==> src/ght_pkg.sv <==
`default_nettype none
package ght_pkg;

	localparam int GHT_SLOTS         = 4096;
	localparam int GHT_REFCOUNT_BITS = 24;

	localparam logic [3:0] K_RESERVE   = 4'd0;
	localparam logic [3:0] K_ALLOC     = 4'd1;
	localparam logic [3:0] K_BIND      = 4'd2;
	localparam logic [3:0] K_FREE      = 4'd3;
	localparam logic [3:0] K_RELEASE   = 4'd4;
	localparam logic [3:0] K_LOOKUP    = 4'd5;
	localparam logic [3:0] K_ADDREF    = 4'd6;
	localparam logic [3:0] K_RELREF    = 4'd7;
	localparam logic [3:0] K_SET_ROOT  = 4'd8;
	localparam logic [3:0] K_CLR_ROOT  = 4'd9;
	localparam logic [3:0] K_SET_PEND  = 4'd10;
	localparam logic [3:0] K_CLR_PEND  = 4'd11;
	localparam logic [3:0] K_SET_GARB  = 4'd12;
	localparam logic [3:0] K_READ      = 4'd13;

	localparam logic [1:0] ST_OK       = 2'd0;
	localparam logic [1:0] ST_REJECT   = 2'd1;
	localparam logic [1:0] ST_FULL     = 2'd2;
	localparam logic [1:0] ST_OVF      = 2'd3;

	localparam logic [3:0] FLAG_ROOT    = 4'd1;
	localparam logic [3:0] FLAG_PENDING = 4'd2;
	localparam logic [3:0] FLAG_GARBAGE = 4'd4;

	typedef struct packed {
		logic [1:0] status;
		logic       changed;
		logic       push;
		logic       live_inc;
		logic       live_dec;
	} mod_info_t;

endpackage
`default_nettype wire

==> src/ght_modify.sv <==
`default_nettype none
module ght_modify import ght_pkg::*; #(
	parameter int REFCOUNT_BITS = GHT_REFCOUNT_BITS
) (
	input  wire logic [3:0]               kind,
	input  wire logic                     fresh,
	input  wire logic                     stk_full,
	input  wire logic [31:0]              obj_in,
	input  wire logic [31:0]              exp_serial,
	input  wire logic [31:0]              old_serial,
	input  wire logic [31:0]              old_object,
	input  wire logic [REFCOUNT_BITS-1:0] old_refc,
	input  wire logic [3:0]               old_flags,
	output logic [31:0]                   new_serial,
	output logic [31:0]                   new_object,
	output logic [REFCOUNT_BITS-1:0]      new_refc,
	output logic [3:0]                    new_flags,
	output logic [31:0]                   res_object,
	output mod_info_t                     info
);

	logic        set_obj;
	logic [31:0] obj_val;
	logic [31:0] ser_inc;
	logic [3:0]  mask;
	logic        setting;

	always_comb begin
		new_serial = fresh ? 32'd1 : old_serial;
		new_object = old_object;
		new_refc   = old_refc;
		new_flags  = old_flags;
		info       = '0;
		set_obj    = 1'b0;
		obj_val    = '0;
		mask       = '0;
		setting    = 1'b0;
		ser_inc    = old_serial + 32'd1;
		case (kind) inside
			K_RESERVE, K_ALLOC: begin
				set_obj = 1'b1;
				obj_val = (kind == K_ALLOC) ? obj_in : 32'd0;
			end
			K_BIND: begin
				if (obj_in == 32'd0) begin
					info.status = ST_REJECT;
				end else begin
					set_obj = 1'b1;
					obj_val = obj_in;
				end
			end
			K_FREE, K_RELEASE: begin
				new_serial = (ser_inc == 32'd0) ? 32'd1 : ser_inc;
				set_obj    = 1'b1;
				if (kind == K_RELEASE)
					new_flags = '0;
				if (stk_full)
					info.status = ST_OVF;
				else
					info.push = 1'b1;
			end
			K_ADDREF: begin
				if (old_refc != {REFCOUNT_BITS{1'b1}})
					new_refc = old_refc + 1'b1;
			end
			K_RELREF: begin
				if (old_refc != '0)
					new_refc = old_refc - 1'b1;
			end
			K_SET_ROOT: begin mask = FLAG_ROOT; setting = 1'b1; end
			K_CLR_ROOT: mask = FLAG_ROOT;
			K_SET_PEND: begin mask = FLAG_PENDING; setting = 1'b1; end
			K_CLR_PEND: mask = FLAG_PENDING;
			K_SET_GARB: begin mask = FLAG_GARBAGE; setting = 1'b1; end
			default: ;
		endcase
		if (mask != '0) begin
			new_flags    = setting ? (old_flags | mask) : (old_flags & ~mask);
			info.changed = (new_flags != old_flags);
		end
		if (set_obj) begin
			info.live_inc = (old_object == 32'd0) && (obj_val != 32'd0);
			info.live_dec = (old_object != 32'd0) && (obj_val == 32'd0);
			new_object    = obj_val;
		end
		res_object = (kind == K_LOOKUP && new_serial != exp_serial) ? 32'd0 : new_object;
	end

endmodule
`default_nettype wire

==> config.mk <==
export PLATFORM = sky130hd
export DESIGN_NAME = ght_modify
export DESIGN_NICKNAME = d
export VERILOG_FILES = /design/src/ght_pkg.sv /design/src/ght_modify.sv
export SDC_FILE = /design/constraint.sdc
export NUM_CORES = 1
export LEC_CHECK = 0
export BUFFER_PORTS_ARGS = -buffer_cell sky130_fd_sc_hd__buf_2
export CELL_PAD_IN_SITES_DETAIL_PLACEMENT = 1
export CELL_PAD_IN_SITES_GLOBAL_PLACEMENT = 1
export CORE_MARGIN = 2
export CORE_UTILIZATION = 32
export DETAILED_ROUTE_END_ITERATION = 6
export PLACE_DENSITY = 0.89
export SLEW_MARGIN = 25
export SYNTH_ARGS = -nofsm -noshare
export SYNTH_HDL_FRONTEND = slang
export SYNTH_SLANG_ARGS = --single-unit
export TNS_END_PERCENT = 50
==> constraint.sdc <==
create_clock -name vclk -period 9.9
set_clock_uncertainty 0.05 [all_clocks]
set_input_delay 1.98 -clock vclk [all_inputs]
set_output_delay 1.98 -clock vclk [all_outputs]
set_load 0.02 [all_outputs]
==> results of run 1 <==
-- final cells by class --
cell class | count | area share, %
Multi-Input combinational cell | 644 | 70.4
Antenna cell | 1 | 0.0398
Inverter | 24 | 1.43
Tap cell | 184 | 3.67
Timing Repair Buffer | 302 | 24.5
-- worst max-delay path, stage by stage --
cell and delay, ns:
buf_2 0.19, ha_1 0.32, nand3_1 0.38, or4_1 0.69, or3_1 0.47, xor2_1 0.16
or3_1 0.15, o211ai_1 0.15, nor4_1 0.67, a41oi_4 0.16, buf_4 0.32, nor3b_1 0.27
buf_2 0.20
-- stage by stage --
step / worst slack [ns] / utilization (%) / instance area, um^2 / cells
floorplan: 2.44 / - / 4800 / 727
global placement: 1.90 / 43.0 / 6270 / 1154
detailed placement: 1.79 / 43.0 / 6270 / 1154
CTS: 1.77 / 43.0 / 6270 / 1154
global route: 1.61 / 43.0 / 6280 / 1154
finish: 1.72 / 43.0 / 6280 / 1155
-- per-layer routing --
metal	vias up	track usage (%)	routed length, um
li1	3311	-	-
met1	3464	39.2	10600
met2	411	50.7	12300
met3	44	3.04	2170
met4	0	7.30	625
met5	-	0	0
-- power by group through the flow --
stage / logic (mW) / registers (mW) / clock network, mW
4_1_cts: 0.304 / 0 / 0
3_5_place_dp: 0.302 / 0 / 0
3_3_place_gp: 0.296 / 0 / 0
2_1_floorplan: 0.178 / 0 / 0
5_1_grt: 0.326 / 0 / 0
6_report: 0.308 / 0 / 0.0000000135
-- logic make-up (layout without fill, tap and decap cells) --
logic type                 after synthesis  in the layout
AOI/OAI and AO/OA                      197            197
xor gates and xnor gates                51             51
adders and majority gates                4              4
buffers and inverters                   83            326
muxes                                   10             10
other                                    0              1
and+or+nand+nor                        382            382
-- final timing paths --
kind | to | slack, ns | cells after the start
worst max-delay path | res_object[31] | 1.72 | 13
worst min-delay path | info[2] | 4.19 | 3
-- cells in the mapped netlist (all sizes together), types with 18 or more instances --
cell / instances / share of area, %
o21ai: 36 / 3.8
inv: 24 / 1.9
nand4: 28 / 4.0
nand2: 60 / 4.7
nand3: 45 / 4.7
nor2: 46 / 3.6
nor3b: 36 / 8.8
a31oi: 18 / 2.3
a21oi: 20 / 2.1
nor4: 45 / 6.6
xnor2: 28 / 5.1
clkbuf: 33 / 2.6
nor3: 27 / 2.8
a22o: 33 / 6.0
buf: 26 / 3.7
xor2: 23 / 4.2
-- cells in the final DEF (no fill, tap or decap), types with 5 or more instances in the layout --
| cell type | instances |
|---|---|
| or4_1 | 8 |
| nor3_1 | 26 |
| a211oi_1 | 7 |
| and3_1 | 17 |
| o21ai_0 | 35 |
| or2_2 | 5 |
| o31ai_1 | 6 |
| nor3b_2 | 30 |
| a211o_1 | 6 |
| nor2b_1 | 9 |
| o311ai_0 | 5 |
| a31oi_1 | 18 |
| nor2_1 | 45 |
| o31a_1 | 5 |
| buf_4 | 10 |
| o22ai_1 | 8 |
| buf_2 | 292 |
| and2_1 | 10 |
| nand3_1 | 45 |
| nor3b_1 | 6 |
| nand4_1 | 27 |
| nand2b_1 | 10 |
| o211ai_1 | 9 |
| nor4_1 | 42 |
| xor2_1 | 23 |
| or3_1 | 14 |
| inv_1 | 24 |
| nand2_1 | 59 |
| xnor2_1 | 28 |
| a21oi_1 | 20 |
| a21o_1 | 7 |
| a22o_1 | 33 |
==> results.txt, run 1 <==
worst-margin pin slew = 0.811 ns
Clock Power Share = 0%
vias in the first global route = 6927
worst hold-check path type = in -> out
Net Sw Power = 198 uW
first-pass GRT wire length = 38500 um
Final Critical Period = 8.18 ns
placed wire-length estimate = 20900 um
mux share of post-synthesis cell area = 2.55%
Die Area = 16000 um^2
Routability Congestion = 0.977
Initial DRC Count = 591
Synth Area in Simple Gates = 49.0%
Syn Nets = 893
startpoint types = primary input
Worst VDD drop = 35.6 uV
P per Cell Area = 49.0 nW/um^2
Die Wd = 127 um
FP Rows = 44
xor/xnor cell area share of the yosys netlist = 9.30%
area of the multi-input gates = 4420 um^2
Rel. slew slack = 45.4%
max cap viols = 0
Core Region = 14600 um^2
Yosys cell types = 77
Max FO, Critical Path = 32
crit end category = primary output
Mapped Avg Cell Area = 6.61 um^2
hold slack = 4.19 ns
post-synthesis compound-gate area fraction = 29.9%
via count = 7230
critical hold path startpoint = stk_full
Syn Inst Count = 727
Via-to-Cell Ratio = 6.26
clock buffer count = 0
# setup viols final = 0
internal power = 110 uW
Warnings, synthesis = 0
Total Power = 308 uW
Area Overhead vs Synth = 30.7%
cts hold-fix bufs = 0
leakage = 2.82 nW
status = finished clean
starting density of the core = 32.9%
post-CTS setup buffers = 0
CP Data Required Time = 7.87 ns
sequential share of power = 0%
drt total wl = 25700 um
# IOs = 292
WP data arrival = 6.15 ns
Register Area = 0 um^2
DR pass1 iterations = 5
crit path from = old_serial[0]
Synth Area in Adders = 1.04%
post-synthesis sequential area ratio = 0%
Total GRT Usage = 29.4%
largest family of logic cells by synthesized area = simple AND/OR/NAND/NOR gates
Fill cells = 2017
RSZ-0062 raised after global routing = no
sw frac = 64.2%
critical path class = in -> out
fin crit share = 82.6%
Syn Std Cell Area = 4800 um^2
drt wl/cell = 22.2 um
CTS resizes = 0
Seq cells = 0
DR DRC count = 0
largest net degree at the start of global routing = 44
antenna violations before repair = 2
share of layout cells above drive strength 1 = 37.3%
overflow left after global routing = 0
setup_tns = 0 ns
# port buffers = 292
post-route ant nets = 0
fin nets = 1138
Comb pwr share = 100.0%
Max Fclk = 122 MHz
Pins Over Slew Limit = 0
die height = 127 um
Fin. Hold Viols = 0
Power figures use the tool's default switching activity.
==> inputs of run 2 (changes only) <==
--- a/config.mk
+++ b/config.mk
@@ -9,9 +9,9 @@
 export CELL_PAD_IN_SITES_DETAIL_PLACEMENT = 1
 export CELL_PAD_IN_SITES_GLOBAL_PLACEMENT = 1
 export CORE_MARGIN = 2
-export CORE_UTILIZATION = 32
+export CORE_UTILIZATION = 30
 export DETAILED_ROUTE_END_ITERATION = 6
-export PLACE_DENSITY = 0.89
+export PLACE_DENSITY = 0.85
 export SLEW_MARGIN = 25
 export SYNTH_ARGS = -nofsm -noshare
 export SYNTH_HDL_FRONTEND = slang
==> constraint.sdc (replaced) <==
create_clock -name vclk -period 8.15
set_clock_uncertainty 0.05 [all_clocks]
set_input_delay 1.63 -clock vclk [all_inputs]
set_output_delay 1.63 -clock vclk [all_outputs]
set_load 0.02 [all_outputs]
==> run 2 against run 1 <==
Compared with the run above: non-clock buffer count grew 3; cell area grew 1.0%; total power is 22% higher; highest routed layer unchanged; combinational power rose by 22%.
==> results.txt, run 2 (same netlist as run 1, synthesis figures left out) <==
max cap viols = 0 (unchanged)
Seq cells = 0 (unchanged)
DR WL met3 = 2270 um (was 2170 um)
Max FO, Critical Path = 32 (unchanged)
Initial DRC Count = 646 (was 591)
post-layout instance area = 6340 um^2 (was 6280 um^2)
Final Util = 40.2% (was 43.0%)
# port buffers = 292 (unchanged)
Final Critical Period = 7.88 ns
met2 WL post-DR = 12000 um (was 12300 um)
Area Overhead vs Synth = 32.1% (was 30.7%)
Top Metal Used = met4 (unchanged)
starting density of the core = 30.5% (was 32.9%)
most common cell after layout, fill and taps aside = buf_2 (unchanged)
Worst VDD drop = 32.2 uV (was 35.6 uV)
crit end category = primary output (unchanged)
hold slack = 3.49 ns (was 4.19 ns)
Die Wd = 131 um (was 127 um)
FP Rows = 46 (was 44)
final worst slack = 0.265 ns (was 1.72 ns)
post-CTS setup buffers = 0 (unchanged)
first-pass GRT wire length = 37700 um (was 38500 um)
cts hold-fix bufs = 0 (unchanged)
Via-to-Cell Ratio = 6.13 (was 6.26)
# setup viols final = 0 (unchanged)
fin crit share = 96.7%
DR pass1 iterations = 5 (unchanged)
leakage = 2.84 nW (was 2.82 nW)
post-route ant nets = 0 (unchanged)
via count = 7285 (was 7230)
setup_tns = 0 ns (unchanged)
clock buffer count = 0 (unchanged)
Fill cells = 2168 (was 2017)
# IOs = 292 (unchanged)
die height = 131 um (was 127 um)
startpoint types = primary input (unchanged)
P per Cell Area = 59.2 nW/um^2 (was 49.0 nW/um^2)
CP Data Required Time = 6.47 ns (was 7.87 ns)
Pins Over Slew Limit = 0 (unchanged)
status = finished clean (unchanged)
met1 WL = 10700 um (was 10600 um)
Rel. slew slack = 37.6% (was 45.4%)
WP data arrival = 6.20 ns (was 6.15 ns)
drt wl/cell = 21.6 um (was 22.2 um)
overflow left after global routing = 0 (unchanged)
Max Fclk = 127 MHz
largest net degree at the start of global routing = 34 (was 44)
DR DRC count = 0 (unchanged)
Core Region = 15800 um^2 (was 14600 um^2)
worst-margin pin slew = 0.913 ns (was 0.811 ns)
RSZ-0062 raised after global routing = no (unchanged)
worst hold-check path type = in -> out (unchanged)
ANT cells = 0 (was 1)
antenna violations before repair = 0 (was 2)
Register Area = 0 um^2 (unchanged)
share of layout cells above drive strength 1 = 37.5% (was 37.3%)
crit path from = old_serial[0] (unchanged)
most frequent cells in the layout = 292 x buf_2, 59 x nand2_1, 45 x nand3_1, 45 x nor2_1, 42 x nor4_1 (unchanged)
Post-Place Setup Slack = 0.466 ns (was 1.79 ns)
critical hold path startpoint = stk_full (unchanged)
Total GRT Usage = 27.5% (was 29.4%)
fin nets = 1141 (was 1138)
Routability Congestion = 1.00 (was 0.977)
Die Area = 17000 um^2 (was 16000 um^2)
CTS resizes = 0 (unchanged)
drt total wl = 25700 um (about the same)
vias in the first global route = 6746 (was 6927)
placed wire-length estimate = 21100 um (was 20900 um)
critical path class = in -> out (unchanged)
Fin. Hold Viols = 0 (unchanged)
area post-placement = 6340 um^2 (was 6270 um^2)
## run 2: cell types whose count changed in the layout (fill, tap and decap cells not counted)
cell,change
o311ai_0,-1
nor2_2,-1
o311ai_1,+1
diode_2,-1
nor2_4,+1
buf_4,+3
## run 2: layer usage
| layer | global-route usage (%) | vias to the layer above |
|---|---|---|
| met5 | 0 | - |
| met4 | 6.82 | 0 |
| met3 | 3.46 | 53 |
| met2 | 44.5 | 439 |
| met1 | 38.8 | 3469 |
| li1 | - | 3324 |
## run 2: cell type report
class / instances / area (um^2) / share of cell area (%)
Timing Repair Buffer: 305 / 1560 / 24.6
Inverter: 24 / 90.1 / 1.42
Tap cell: 216 / 270 / 4.26
Multi-Input combinational cell: 644 / 4430 / 69.7
## run 2: worst paths after layout
path,cells past startpoint,end
max,13,res_object[0]
min,3,info[2]
## run 2: worst max-delay path, cell delays in order
cell and delay (ns):
buf_2 0.18, ha_1 0.32, nand3_1 0.38, nor4_1 0.89
a31oi_1 0.18, a31oi_1 0.36, xor2_1 0.15, a2111oi_0 0.81
and4_1 0.40, a41oi_4 0.12, buf_4 0.31, nor3b_1 0.25
buf_2 0.21
## run 2: power breakdown
part           internal, mW  switching [mW]
Sequential                0               0
Combinational         0.135           0.240
Clock                     0               0
## run 2: metrics by stage
step,cells,power (mW)
detailed placement,1189,0.368
global placement,1189,0.362
CTS,1189,0.370
finish,1189,0.375
floorplan,727,0.217
global route,1189,0.401
==> inputs of run 3 (changes only) <==
==> constraint.sdc (replaced) <==
create_clock -name vclk -period 7.55
set_clock_uncertainty 0.05 [all_clocks]
set_input_delay 1.51 -clock vclk [all_inputs]
set_output_delay 1.51 -clock vclk [all_outputs]
set_load 0.02 [all_outputs]
==> run 3 against run 2 <==
Compared with the run above: non-clock buffer count up 2; flip-flop and latch count unchanged; global-route usage up 0.10 points; setup slack worse by 0.044 ns; core utilization up 0.25 points; cell area up 0.63%; highest routed layer unchanged.
==> results.txt, run 3 (same netlist as run 1, synthesis figures left out) <==
post-route ant nets = 0 (unchanged)
Area Overhead vs Synth = 32.9% (was 32.1%)
cts hold-fix bufs = 0 (unchanged)
Pins Over Slew Limit = 0 (unchanged)
Die Area = 17000 um^2 (unchanged)
Final Critical Period = 7.33 ns
grt peak-use layer = met2 (unchanged)
status = finished clean (unchanged)
share of layout cells above drive strength 1 = 37.6% (was 37.5%)
Initial DRC Count = 668 (was 646)
worst hold path cell count = 3 (unchanged)
P per Cell Area = 63.5 nW/um^2 (was 59.2 nW/um^2)
crit path buf inv count = 4 (was 3)
CTS resizes = 0 (unchanged)
WP depth = 13 (unchanged)
placed wire-length estimate = 21200 um (was 21100 um)
Fin. Hold Viols = 0 (unchanged)
# port buffers = 292 (unchanged)
crit end category = primary output (unchanged)
Die Wd = 131 um (unchanged)
crit path from = kind[1] (was old_serial[0])
via count = 7321 (was 7285)
vias in the first global route = 6941 (was 6746)
DR DRC count = 0 (unchanged)
Rel. slew slack = 33.4% (was 37.6%)
clock buffer count = 0 (unchanged)
ANT cells = 0 (unchanged)
Critical-path top delay cell = or4b_2 (was nor4_1)
most frequent cells in the layout = 292 x buf_2, 59 x nand2_1, 45 x nand3_1, 45 x nor2_1, 42 x nor4_1 (unchanged)
critical path class = in -> out (unchanged)
Fill cells = 2176 (was 2168)
antenna violations before repair = 1 (was 0)
fin nets = 1143 (was 1141)
grt met2 use = 45.8% (was 44.5%)
Max Fclk = 136 MHz
# IOs = 292 (unchanged)
RSZ-0062 raised after global routing = no (unchanged)
first-pass GRT wire length = 37800 um (was 37700 um)
crit path cell chain = buf_2 > or4b_2 > nand2_1 > buf_4 > o21ai_0 > a31oi_1 > xor2_1 > a2111oi_0 > and4_1 > a41oi_4 > buf_12 > nor3b_1 > buf_2 (was buf_2 > ha_1 > nand3_1 > nor4_1 > a31oi_1 > a31oi_1 > xor2_1 > a2111oi_0 > and4_1 > a41oi_4 > buf_4 > nor3b_1 > buf_2)
most common cell after layout, fill and taps aside = buf_2 (unchanged)
worst hold-check path type = in -> out (unchanged)
Register Area = 0 um^2 (unchanged)
Total GRT Usage = 27.6% (was 27.5%)
area of the multi-input gates = 4430 um^2 (unchanged)
fin crit share = 97.1%
die height = 131 um (unchanged)
drt wl/cell = 21.7 um (was 21.6 um)
post-CTS setup buffers = 0 (unchanged)
startpoint types = primary input (unchanged)
DR pass1 iterations = 4 (was 5)
final worst slack = 0.221 ns (was 0.265 ns)
FP Rows = 46 (unchanged)
starting density of the core = 30.5% (unchanged)
overflow left after global routing = 0 (unchanged)
CP Data Required Time = 5.99 ns (was 6.47 ns)
drt total wl = 25800 um (was 25700 um)
GR Util met3 = 3.95% (was 3.46%)
Max FO, Critical Path = 32 (unchanged)
Routability Congestion = 0.976 (was 1.00)
Crit path top cell by count = buf_2
critical hold path startpoint = stk_full (unchanged)
worst-margin pin slew = 0.989 ns (was 0.913 ns)
Via-to-Cell Ratio = 6.15 (was 6.13)
leakage = 2.85 nW (was 2.84 nW)
max cap viols = 0 (unchanged)
Core Region = 15800 um^2 (unchanged)
CP delay by family, top = simple AND/OR/NAND/NOR gates (unchanged)
Post-Place Setup Slack = 0.260 ns (was 0.466 ns)
crit-path max cell delay = 0.83 ns (was 0.89 ns)
Worst VDD drop = 38.0 uV (was 32.2 uV)
# setup viols final = 0 (unchanged)
Seq cells = 0 (unchanged)
setup_tns = 0 ns (unchanged)
met1 usage = 37.0% (was 38.8%)
WP data arrival = 5.77 ns (was 6.20 ns)
largest net degree at the start of global routing = 34 (unchanged)
[run 3: cell types whose count changed in the layout (fill, tap and decap cells not counted)]
cell      before  now
o311ai_1       1    0
o311ai_0       4    5
buf_12         0    2
[run 3: per-layer routing]
metal / vias up / wire length [um]
met2: 366 / 12100
li1: 3332 / -
met1: 3561 / 10800
met5: - / 0
met3: 62 / 1970
met4: 0 / 908
[run 3: final timing paths]
kind	end
worst max-delay path	res_object[31]
worst min-delay path	info[2]
[run 3: metrics by stage]
step                power [mW]  hold WS (ns)  cells  utilization (%)  instance area, um^2
floorplan                0.234          3.05    727                -                 4800
global placement         0.393          3.25   1191             40.5                 6380
detailed placement       0.399          3.25   1191             40.5                 6380
CTS                      0.401          3.25   1191             40.5                 6380
global route             0.434          3.28   1191             40.5                 6380
finish                   0.406          3.25   1191             40.5                 6380
[run 3: cell type report]
cell class,count,area share [%]
Tap cell,216,4.23
Multi-Input combinational cell,644,69.3
Inverter,24,1.41
Timing Repair Buffer,307,25.0
[run 3: power by group]
group	internal [mW]	switching (mW)	total, mW
clock network	0	0	0
logic	0.146	0.259	0.406
registers	0	0	0
total	0.146	0.259	0.406
